## src/mibs_pkg.sv

```systemverilog
// Shared types, constants and round functions for the MIBS-64 decryption pipeline.
// No dependencies; imported by mibs_stage and mibs64_block_decrypt_core.
`default_nettype none

package mibs_pkg;

  // Configuration port geometry: one 64-bit register at byte address 0
  localparam int ADDR_W = 4;
  localparam int DATA_W = 64;

  // Register index codes, taken from paddr[3]
  localparam logic REG_FINAL_KEY = 1'b0;

  // Forward S-box used by the F function
  localparam logic [3:0] SBOX_FWD [16] = '{
    4'h4, 4'hF, 4'h3, 4'h8, 4'hD, 4'hA, 4'hC, 4'h0,
    4'hB, 4'h5, 4'h7, 4'hE, 4'h2, 4'h6, 4'h1, 4'h9
  };

  // Inverse S-box used by the backward key schedule
  localparam logic [3:0] SBOX_INV [16] = '{
    4'h7, 4'hE, 4'hC, 4'h2, 4'h0, 4'h9, 4'hD, 4'hA,
    4'h3, 4'hF, 4'h5, 4'h8, 4'h6, 4'h4, 4'hB, 4'h1
  };

  // Data carried from one round stage to the next
  typedef struct packed {
    logic [31:0] left;
    logic [31:0] right;
    logic [63:0] key;
  } mibs_beat_t;

  // Round function: key mix, S-box layer, nibble mix, nibble permutation
  function automatic logic [31:0] mibs_f(input logic [31:0] r, input logic [31:0] k);
    logic [31:0] t;
    logic [31:0] s;
    logic [3:0]  n [8];
    logic [3:0]  y [8];
    t = r ^ k;
    for (int i = 0; i < 8; i++) begin
      s[4*i +: 4] = SBOX_FWD[t[4*i +: 4]];
    end
    // n[0] is the most significant nibble
    for (int i = 0; i < 8; i++) begin
      n[i] = s[(7-i)*4 +: 4];
    end
    y[0] = n[1] ^ n[2] ^ n[3] ^ n[4] ^ n[5] ^ n[6];
    y[1] = n[0] ^ n[2] ^ n[3] ^ n[5] ^ n[6] ^ n[7];
    y[2] = n[0] ^ n[1] ^ n[3] ^ n[4] ^ n[6] ^ n[7];
    y[3] = n[0] ^ n[1] ^ n[2] ^ n[4] ^ n[5] ^ n[7];
    y[4] = n[0] ^ n[1] ^ n[3] ^ n[4] ^ n[5];
    y[5] = n[0] ^ n[1] ^ n[2] ^ n[5] ^ n[6];
    y[6] = n[1] ^ n[2] ^ n[3] ^ n[6] ^ n[7];
    y[7] = n[0] ^ n[2] ^ n[3] ^ n[4] ^ n[7];
    return {y[2], y[0], y[3], y[6], y[7], y[4], y[5], y[1]};
  endfunction

  // Step the key state back by one round
  function automatic logic [63:0] mibs_key_back(input logic [63:0] key, input logic [4:0] rnd);
    logic [63:0] k;
    k = key;
    k[15:11] = k[15:11] ^ rnd;
    k[63:60] = SBOX_INV[k[63:60]];
    return {k[48:0], k[63:49]};
  endfunction

endpackage

`default_nettype wire

```

## src/mibs_stage.sv

```systemverilog
// One decryption round held in one register stage, with valid/ready flow control.
// Depends on mibs_pkg for the round function, key step and beat type.
`default_nettype none

module mibs_stage
  import mibs_pkg::*;
#(
  parameter int RND = 32
) (
  input  wire logic       clk,
  input  wire logic       rst,
  input  wire logic       up_valid,
  output logic            up_ready,
  input  wire mibs_beat_t up_beat,
  output logic            dn_valid,
  input  wire logic       dn_ready,
  output mibs_beat_t      dn_beat
);

  // Only the low five bits of the round number reach the key
  localparam logic [4:0] RND_BITS = 5'(RND);

  mibs_beat_t beat_next;

  // Compute one Feistel round and step the key back
  always_comb begin
    beat_next.left  = up_beat.right;
    beat_next.right = mibs_f(up_beat.right, up_beat.key[63:32]) ^ up_beat.left;
    beat_next.key   = mibs_key_back(up_beat.key, RND_BITS);
  end

  // Take a new beat whenever this stage is empty or drains downstream
  assign up_ready = !dn_valid || dn_ready;

  always_ff @(posedge clk) begin
    if (rst) begin
      dn_valid <= 1'b0;
    end else if (up_ready) begin
      dn_valid <= up_valid;
    end
  end

  // Load payload only on a real beat
  always_ff @(posedge clk) begin
    if (up_ready && up_valid) begin
      dn_beat <= beat_next;
    end
  end

endmodule

`default_nettype wire

```

## config.mk

```make
export PLATFORM = sky130hd
export DESIGN_NAME = mibs_stage
export DESIGN_NICKNAME = d
export VERILOG_FILES = /design/src/mibs_pkg.sv /design/src/mibs_stage.sv
export SDC_FILE = /design/constraint.sdc
export NUM_CORES = 1
export LEC_CHECK = 0
export ABC_AREA = 1
export BUFFER_PORTS_ARGS = -buffer_cell sky130_fd_sc_hd__buf_2
export CAP_MARGIN = 10
export CELL_PAD_IN_SITES_DETAIL_PLACEMENT = 1
export CELL_PAD_IN_SITES_GLOBAL_PLACEMENT = 1
export CORE_ASPECT_RATIO = 0.5
export CORE_MARGIN = 2
export CORE_UTILIZATION = 34
export DETAILED_ROUTE_END_ITERATION = 6
export GPL_ROUTABILITY_DRIVEN = 0
export PLACE_DENSITY = 0.81
export SETUP_SLACK_MARGIN = 0.3
export SKIP_LAST_GASP = 1
export SLEW_MARGIN = 20
export SYNTH_ARGS = -nofsm -noshare
export SYNTH_HDL_FRONTEND = slang
export SYNTH_SLANG_ARGS = --single-unit
```

## constraint.sdc

```tcl
create_clock -name clk -period 8.3 [get_ports clk]
set_clock_uncertainty 0.1 [all_clocks]
set_input_delay 0.83 -clock clk [delete_from_list [all_inputs] [get_ports clk]]
set_output_delay 0.83 -clock clk [all_outputs]
set_load 0.01 [all_outputs]
```

Word-level counts from Yosys, hierarchy flattened:

Memory sizes are Yosys's and may differ from the RTL's. A register that Yosys moved wholly into a read port is not among the register bits.
Cells that the tools add are included.

* order comparisons: 9
* bitwise gates (word level): 37
* reduce and logical (&&, ||, !) cells: 3
* mux-type cells: 18

Operators by type and width (count)
* bitwise XOR 4 bit: 26
* two-way mux 4 bit: 18
* bitwise XOR 32 bit: 2
* >= comparator 5 bit (second input constant): 9
* NOT 4 -> 5 bit: 9
* logical AND 1 bit: 1
* zero test 1 bit: 1
* logical OR 1 bit: 1

* input port bits: 132
* flip-flop bits (word level): 129
* ROM bits: 576
* memories: 9
* word-level logic and storage cells: 80
* output and inout bits: 130

Memory list
* (no name shown): words 16, width 4, read ports 1, clocked after Yosys merged registers in 1, write ports 0, RTL line mibs_pkg.sv:63 `k[63:60] = SBOX_INV[k[63:60]];`
* (no name shown): words 16, width 4, read ports 1, clocked after Yosys merged registers in 0, write ports 0, RTL line mibs_pkg.sv:41 `s[4*i +: 4] = SBOX_FWD[t[4*i +: 4]];`
* (no name shown): words 16, width 4, read ports 1, clocked after Yosys merged registers in 0, write ports 0, RTL line mibs_pkg.sv:41
* (no name shown): words 16, width 4, read ports 1, clocked after Yosys merged registers in 0, write ports 0, RTL line mibs_pkg.sv:41
* (no name shown): words 16, width 4, read ports 1, clocked after Yosys merged registers in 0, write ports 0, RTL line mibs_pkg.sv:41
* (no name shown): words 16, width 4, read ports 1, clocked after Yosys merged registers in 0, write ports 0, RTL line mibs_pkg.sv:41
* 3 more memories

Longest topological paths before layout:

Gate-level depths: netlist of run 1.

* word-level depth: 11
* gate-level depth with buffers: 18
* gate-level depth less buffers: 18

Worst setup path after synthesis of run 1:

Ideal clock, no wire load.

* path kind: input -> register
* start: input port up_valid
* end: register dn_beat[0] in the netlist's numbering (enable)
* arrival time: 7035 ps
* slack: 508 ps
* stages on the path: 2
* data required time: 7543 ps
* setup time: 657 ps
* path buffers: 0
* cells stage by stage: inv_1 > a21oi_1

* longest elaborated chain between the ends: 1

RTL lines
* start, declared: RTL line mibs_stage.sv:12 `input wire logic up_valid,`
* logical AND 1 bit: RTL line mibs_stage.sv:45 `if (up_ready && up_valid) begin`
* end signal, assigned: RTL line mibs_stage.sv:46 `dn_beat <= beat_next;`
* end, declared: RTL line mibs_stage.sv:17 `output mibs_beat_t dn_beat`

No other way between the ends.
A chain may end at the register's enable or synchronous reset.

==> run summary, run 1 <==
- **fraction of layout cells with a size suffix above 1** 21.8%
- **final worst-path cycle share** 35.2%
- **die area** 27,000 µm²
- **endpoint arrival time on the critical path** 3.02 ns
- **Total Negative Setup Slacks** 0 ns
- **total of cells resized after clock tree synthesis** 0
- **fraction of synthesized cell area in xor and xnor cells** 4.40%
- **die extent in x** 231 µm
- **Post-DRT Antenna Nets** 0
- **vias per std cell** 4.72
- **setup repair after global routing missed its margin** no
- **Final Hold Viols** 0
- **endpoints failing setup** 0
- **root buffer cell** sky130_fd_sc_hd__clkbuf_16
- **CTS tree** yes
- **relative slew slack** 35.7%
- **count of clock tree sinks** 129
- **fmax** 342 MHz
- **status** finished, final reports clean
- **adder-cell area share of the yosys netlist** 6.31%
- **static leakage** 6.04 nW
- **slew at the pin closest to its max-slew limit** 0.964 ns
- **Area growth syn-to-layout** 27.2%
- **Clock Latency Late Sink** 0.45 ns
- **worst-case setup margin in the final layout** 5.38 ns
- **share of the synthesized area in the top cell type** 44.1%
- **Overall Global Routing Usage** 20.9%
- **Setup crit start kind** input pin
- **clock buffers created by TritonCTS** 17
- **Pins Over Slew Limit** 0
- **largest vdd supply drop** 0.150 mV
- **standard-cell rows** 41
- **path category of the worst min-delay check** in2reg
- **core region area** 25,200 µm²
- **Final Net Count** 1,638
- **Synth cell types** 20
- **Synth Net Count** 1,356
- **required time reported for the critical path endpoint** 8.39 ns
- **biggest fanout along the worst timing path** 7
- **Synth Area in Simple Gates** 37.5%
- **worst-case clock buffer depth** 2
- **combined area of all synthesized cells** 8720 µm²
- **remaining design rule violation count** 0
- **wire length of the first global-routing pass** 43,800 µm
- **compound-gate portion of the synthesized area** 0.832%
- **syn_area_per_cell** 7.39 µm²
- **count of buffers inserted at the top-level ports** 261
- **post-route minimum period** 2.92 ns
- **most used cells in the layout excluding fill and tap cells** sky130_fd_sc_hd__nand2_1 (602), sky130_fd_sc_hd__buf_2 (261), sky130_fd_sc_hd__inv_1 (153)
- **post-CTS setup buffer count** 0
- **internal reg-to-reg setup slack** 6.50 ns
- **non-filler instance count after layout** 1,821
- **number of cell instances on the worst register-to-register path** 2
- **# hold bufs at CTS** 0
- **Post-Place Setup Slack** 4.93 ns
- **starting utilization of the core area** 34.6%
- **clock transition at the registers of the reported paths** 0.07 ns
- **total grt overflow** 0
- **destination of the worst hold path** dn_valid
- **DR vias** 8,590
- **final routed wirelength across all metal layers** 28,400 µm
- **number of synthesized register bits** 129
- **Mapped Cells** 1,180
- **crit path capture type** flip-flop
- **dominant combinational cell family by area after synthesis** simple AND/OR/NAND/NOR gates
- **vertical die dimension** 117 µm
- **worst hold path cell count** 2
- **Pre-Repair DR Iteration Count** 4
- **capture point of the worst reg-to-reg path** dn_beat[11]
- **most frequent standard cell in the layout excluding fill and tap cells** sky130_fd_sc_hd__nand2_1
- **number of violations reported at the end of detailed-routing iteration 0** 336
- **antenna violations before repair** 2
- **RR Startpoint** dn_valid
- **fraction of synthesized area in multiplexers** 0%
- **total half-perimeter wirelength after legalization and detailed placement** 22,900 µm
- **I/O pin cnt** 262
- **count of warnings emitted by yosys** 0
- **count of placed standard cells including taps** 1,787
- **main area contributors after synthesis** sky130_fd_sc_hd__edfxtp_1 (44%), sky130_fd_sc_hd__nand2_1 (26%), sky130_fd_sc_hd__nand3_1 (8.4%)
- **type of the worst setup path** in2reg
- **number of global-route vias before repair** 8,790
- **wire length per cell** 15.6 µm
- **P per Cell Area** 218 nW/µm²
- **part of the Yosys area used for sequential elements** 44.3%
- **launch instance of the worst min-delay path** rst
- **total number of H-tree levels** 4
- **cell type contributing the most total cell area after synthesis** sky130_fd_sc_hd__edfxtp_1
- **largest net degree at the start of global routing** 69
- **count of maximum capacitance violations** 0
[metrics by stage]
| stage | utilization (%) | instance area (µm²) | hold WS (ns) | total power [mW] |
|---|---|---|---|---|
| 6_report | 44.1 | 11100 | 0.432 | 2.42 |
| 5_1_grt | 44.1 | 11100 | 0.409 | 2.57 |
| 4_1_cts | 44.1 | 11100 | 0.404 | 2.45 |
| 3_5_place_dp | 41.6 | 10500 | 0.456 | 1.64 |
| 3_3_place_gp | 41.6 | 10500 | 0.422 | 1.59 |
| 2_1_floorplan | - | 8720 | 0.477 | 1.37 |
[kinds of logic after synthesis]
group,Yosys count
adder cells (fa/ha/maj),44
XOR/XNOR,43
buffers and inverters,156
AO/OA/AOI/OAI,13
AND/OR/NAND/NOR,795
flip-flops,129
[metal layers]
layer / share of wire [%] / up-vias / track usage (%) / wire [µm]
li1: - / 4290 / - / -
met1: 42 / 4157 / 24.2 / 12000
met2: 52 / 115 / 39.0 / 14800
met3: 3.9 / 28 / 4.51 / 1110
met4: 1.6 / 0 / 7.31 / 467
met5: 0 / - / 0 / 0
[final cells by class]
type,count,area (µm²)
Clock buffer,18,429
Multi-Input combinational cell,895,4290
Clock inverter,14,179
Sequential cell,129,3860
Inverter,156,586
Tap cell,344,430
Fill cell,3250,14100
Timing Repair Buffer,263,1320
Antenna cell,2,5.00
[critical path, cell delays in order]
cell and delay [ns]:
sky130_fd_sc_hd__buf_2 0.11, sky130_fd_sc_hd__nand2_1 0.06, sky130_fd_sc_hd__inv_1 0.03, sky130_fd_sc_hd__nor2_1 0.37
sky130_fd_sc_hd__ha_1 0.31, sky130_fd_sc_hd__inv_1 0.06, sky130_fd_sc_hd__nand2_1 0.10, sky130_fd_sc_hd__nand2_1 0.08
sky130_fd_sc_hd__nand2_1 0.04, sky130_fd_sc_hd__nand2_1 0.30, sky130_fd_sc_hd__inv_1 0.19, sky130_fd_sc_hd__nand2_1 0.11
sky130_fd_sc_hd__nand2_1 0.09, sky130_fd_sc_hd__inv_1 0.08, sky130_fd_sc_hd__nand2_1 0.07, sky130_fd_sc_hd__nand3b_1 0.12
sky130_fd_sc_hd__nand2_1 0.05
[power by group]
group	total [mW]	internal (mW)	switching (mW)
clock	0.799	0.476	0.322
sequential	0.836	0.816	0.0203
combinational	0.787	0.256	0.531
[registers in the layout, summed over array words and instances (netlist names)]
| register | cells |
|---|---|
| dn_beat | 128 |
| dn_valid | 1 |
[worst max-delay path by stage]
stage	startpoint	slack [ns]	end
6_report	up_beat[76]	5.38	dn_beat[95]
5_1_grt	up_beat[76]	5.14	dn_beat[75]
3_5_place_dp	up_beat[76]	4.93	dn_beat[95]
4_1_cts	up_beat[76]	5.40	dn_beat[95]
2_1_floorplan	up_valid	0.51	dn_beat[0]
3_3_place_gp	up_beat[76]	5.09	dn_beat[75]
[cell usage after synthesis]
| cell type | n |
|---|---|
| sky130_fd_sc_hd__a21oi_1 | 4 |
| sky130_fd_sc_hd__a32oi_1 | 1 |
| sky130_fd_sc_hd__dfxtp_1 | 1 |
| sky130_fd_sc_hd__edfxtp_1 | 128 |
| sky130_fd_sc_hd__ha_1 | 44 |
| sky130_fd_sc_hd__inv_1 | 153 |
| sky130_fd_sc_hd__inv_2 | 3 |
| sky130_fd_sc_hd__nand2_1 | 602 |
| sky130_fd_sc_hd__nand2_2 | 21 |
| sky130_fd_sc_hd__nand3_1 | 146 |
| sky130_fd_sc_hd__nand3_2 | 2 |
| sky130_fd_sc_hd__nand3b_1 | 7 |
| sky130_fd_sc_hd__nand4_1 | 1 |
| sky130_fd_sc_hd__nor2_1 | 15 |
| sky130_fd_sc_hd__nor2_4 | 1 |
| sky130_fd_sc_hd__o21ai_0 | 7 |
| sky130_fd_sc_hd__o311ai_0 | 1 |
| sky130_fd_sc_hd__xnor2_1 | 19 |
| sky130_fd_sc_hd__xor2_1 | 23 |
| sky130_fd_sc_hd__xor2_2 | 1 |
Note: power is estimated with default switching activity, not from simulation.
==> run 2: changes to the inputs <==
Settings changed: CORE_UTILIZATION 34 to 37, PLACE_DENSITY 0.81 to 0.84.
Clock period 8.3 ns to 2.7 ns, I/O delays scaled along.
==> run 2 against run 1 <==
  * Non-clock buffer count increased by 103
  * Setup slack got worse by 5.0 ns
  * Sequential cell count is the same
  * Final cell count rose by 3.6%
  * Clock power increased to 2.8 times the previous value
  * First-iteration DRC count is 75% higher
  * Largest cell class unchanged
  * Largest power group is now combinational cells
  * Highest routed layer unchanged
==> run summary, run 2 (synthesis gave the netlist of run 1 again) <==
- **Final Net Count** 1,741, was 1,638
- **number of violations reported at the end of detailed-routing iteration 0** 589, was 336
- **count of buffers inserted at the top-level ports** 261, unchanged
- **crit path capture type** flip-flop, unchanged
- **Critical Path End** dn_beat[65], was dn_beat[95]
- **final routed wirelength across all metal layers** 31,600 µm, was 28,400 µm
- **Setup crit start kind** input pin, unchanged
- **count of clock tree sinks** 129, unchanged
- **total half-perimeter wirelength after legalization and detailed placement** 22,600 µm, was 22,900 µm
- **total of fill cells in the finished design** 2,973, was 3,250
- **biggest fanout along the worst timing path** 8, was 7
- **RR Startpoint** dn_valid, unchanged
- **biggest cell delay along the critical path** 0.55 ns, was 0.37 ns
- **required time reported for the critical path endpoint** 2.79 ns, was 8.39 ns
- **clock buffers created by TritonCTS** 17, unchanged
- **endpoint arrival time on the critical path** 2.41 ns, was 3.02 ns
- **Crit path buffers/inverters** 5, unchanged
- **number of global-route vias before repair** 9,584, was 8,790
- **Final Hold Viols** 0, unchanged
- **Clock Latency Late Sink** 0.44 ns, was 0.45 ns
- **wire length per cell** 16.7 µm, was 15.6 µm
- **antenna violations before repair** 1, was 2
- **total power of the final layout** 7.43 mW, was 2.42 mW
- **fraction of layout cells with a size suffix above 1** 23.0%, was 21.8%
- **P per Cell Area** 611 nW/µm², was 218 nW/µm²
- **worst hold margin** 0.0382 ns, was 0.432 ns
- **Top Family by Delay on Critical Path** simple AND/OR/NAND/NOR gates, unchanged
- **die area** 24,900 µm², was 27,000 µm²
- **remaining design rule violation count** 0, unchanged
- **type of the worst setup path** in2reg, unchanged
- **total stage count of the critical path** 16, was 17
- **Overall Global Routing Usage** 25.3%, was 20.9%
- **cell-internal power** 4.69 mW, was 1.55 mW
- **slew at the pin closest to its max-slew limit** 0.745 ns, was 0.964 ns
- **CP max-delay cell** sky130_fd_sc_hd__dlygate4sd3_1, was sky130_fd_sc_hd__nor2_1
- **endpoints failing setup** 0, unchanged
- **largest vdd supply drop** 0.415 mV, was 0.150 mV
- **Net Sw Frac** 36.9%, was 36.1%
- **standard-cell rows** 39, was 41
- **static leakage** 6.51 nW, was 6.04 nW
- **Post-Place Setup Slack** 0.0290 ns, was 4.93 ns
- **setup repair after global routing missed its margin** yes, was no
- **capture point of the worst reg-to-reg path** dn_beat[120], was dn_beat[11]
- **relative slew slack** 50.4%, was 35.7%
- **registers with the most flip-flops** dn_beat (128), dn_valid (1), unchanged
- **die extent in x** 221 µm, was 231 µm
- **multi-input gate area in the final layout** 4440 µm², was 4290 µm²
- **post-route minimum period** 2.31 ns
- **total number of H-tree levels** 4, unchanged
- **largest net degree at the start of global routing** 79, was 69
- **CTS tree** yes, unchanged
- **final worst-path cycle share** 85.6%
- **root buffer cell** sky130_fd_sc_hd__clkbuf_16, unchanged
- **wire length of the first global-routing pass** 49,600 µm, was 43,800 µm
- **cell repeated most along the worst path** sky130_fd_sc_hd__nand2_1, unchanged
- **cells along the critical path** dlygate4sd3_1 -> buf_2 -> inv_1 -> nand2_1 -> nand2_2 -> nand2_1 -> nand2_1 -> nand2_1 -> nand2_4 -> inv_1 -> nand2_1 -> nand3_1 -> nand2_1 -> inv_1 -> nand2_1 -> nand2_1, was buf_2 -> nand2_1 -> inv_1 -> nor2_1 -> ha_1 -> inv_1 -> nand2_1 -> nand2_1 -> nand2_1 -> nand2_1 -> inv_1 -> nand2_1 -> nand2_1 -> inv_1 -> nand2_1 -> nand3b_1 -> nand2_1
- **Area growth syn-to-layout** 39.5%, was 27.2%
- **fmax** 433 MHz
- **area taken by flip-flops and latches** 3860 µm², about the same
- **I/O pin cnt** 262, unchanged
- **final design area excluding fillers** 12,200 µm², was 11,100 µm²
- **most frequent standard cell in the layout excluding fill and tap cells** sky130_fd_sc_hd__nand2_1, unchanged
- **vias per std cell** 4.93, was 4.72
- **Most flops, register** dn_beat, unchanged
- **Largest register FFs** 128, unchanged
- **Pre-Repair DR Iteration Count** 5, was 4
- **worst-case setup margin in the final layout** 0.389 ns, was 5.38 ns
- **sequential share of power** 34.6%, was 34.5%
- **most used cells in the layout excluding fill and tap cells** sky130_fd_sc_hd__nand2_1 (586), sky130_fd_sc_hd__buf_2 (260), sky130_fd_sc_hd__inv_1 (151), was sky130_fd_sc_hd__nand2_1 (602), sky130_fd_sc_hd__buf_2 (261), sky130_fd_sc_hd__inv_1 (153)
- **fin util** 52.9%, was 44.1%
- **path category of the worst min-delay check** in2reg, unchanged
- **status** finished, final reports clean, unchanged
- **worst-case clock buffer depth** 2, unchanged
- **total grt overflow** 0, unchanged
- **core region area** 23,000 µm², was 25,200 µm²
- **starting utilization of the core area** 38.0%, was 34.6%
- **count of maximum capacitance violations** 0, unchanged
- **clock transition at the registers of the reported paths** 0.06 ns, was 0.07 ns
- **Post-DRT Antenna Nets** 0, unchanged
- **Pins Over Slew Limit** 0, unchanged
- **critical path startpoint** up_beat[86], was up_beat[76]
- **combinational share of power** 35.7%, was 32.5%
- **share of total power in the clock network** 29.7%, was 33.0%
- **cell area reported after detailed placement** 10,500 µm², about the same
- **P_sw** 2.74 mW, was 0.874 mW
- **vertical die dimension** 113 µm, was 117 µm
- **DR vias** 9,300, was 8,590
- **internal reg-to-reg setup slack** 1.06 ns, was 6.50 ns
- **number of cell instances on the worst register-to-register path** 2, unchanged
## run 2: changes by cell type in the layout (fill, tap and decap cells not counted), sizes merged
| cell | previous run | this run |
|---|---|---|
| buf | 263 | 273 |
| bufinv | 3 | 1 |
| clkinv | 5 | 10 |
| clkinvlp | 2 | 1 |
| diode | 2 | 1 |
| dlygate4sd3 | 0 | 93 |
| inv | 160 | 158 |
## run 2: repair_timing
| action | 4_1_cts | 5_1_grt |
|---|---|---|
| resized for setup | 0 | 36 |
| hold buffers | 93 | 0 |
| setup buffers | 0 | 3 |
| hold endpoints to repair | 93 | 0 |
| endpoints found under the setup margin | 0 | 28 |
## run 2: worst register-to-register path, stage by stage, from the launching register on
cell                      delay [ns]
sky130_fd_sc_hd__dfxtp_2        0.34
sky130_fd_sc_hd__a21oi_4        0.18
sky130_fd_sc_hd__buf_4          0.59
## run 2: routing by layer
| metal | GRT usage (%) | wire length, µm | vias to the layer above |
|---|---|---|---|
| li1 | - | - | 4501 |
| met1 | 29.1 | 12900 | 4528 |
| met2 | 47.8 | 16700 | 219 |
| met3 | 4.42 | 1300 | 52 |
| met4 | 8.14 | 711 | 0 |
| met5 | 0 | 0 | - |
## run 2: metrics by stage
stage,setup TNS (ns),instances
after CTS,0,1882
after global placement,0,1757
after floorplan,-37.91,1180
after detailed placement,0,1757
after global routing,0,1886
final,0,1886
## run 2: how the worst min path moves through the flow
stage | startpoint | end | depth (start not counted)
6_report | dn_ready | dn_valid | 4
5_1_grt | up_valid | dn_valid | 3
4_1_cts | dn_ready | dn_valid | 4
3_5_place_dp | rst | dn_valid | 2
3_3_place_gp | rst | dn_valid | 2
2_1_floorplan | rst | dn_valid | 1
## run 2: layout make-up
type | instances | area share (%)
inverter | 156 | 4.83
timing repair buffer | 366 | 19.2
clock inverter | 14 | 0.956
tap | 307 | 3.16
antenna | 1 | 0.0206
clock buffer | 18 | 3.53
multi-input combinational | 895 | 36.5
sequential | 129 | 31.8
## run 2: power groups by stage
stage               Sequential, mW  Clock [mW]  Combinational (mW)
finish                        2.57        2.21                2.66
floorplan                     2.72           0                1.46
global route                  2.58        2.33                2.98
CTS                           2.57        2.25                2.56
global placement              2.60           0                2.30
detailed placement            2.61           0                2.44
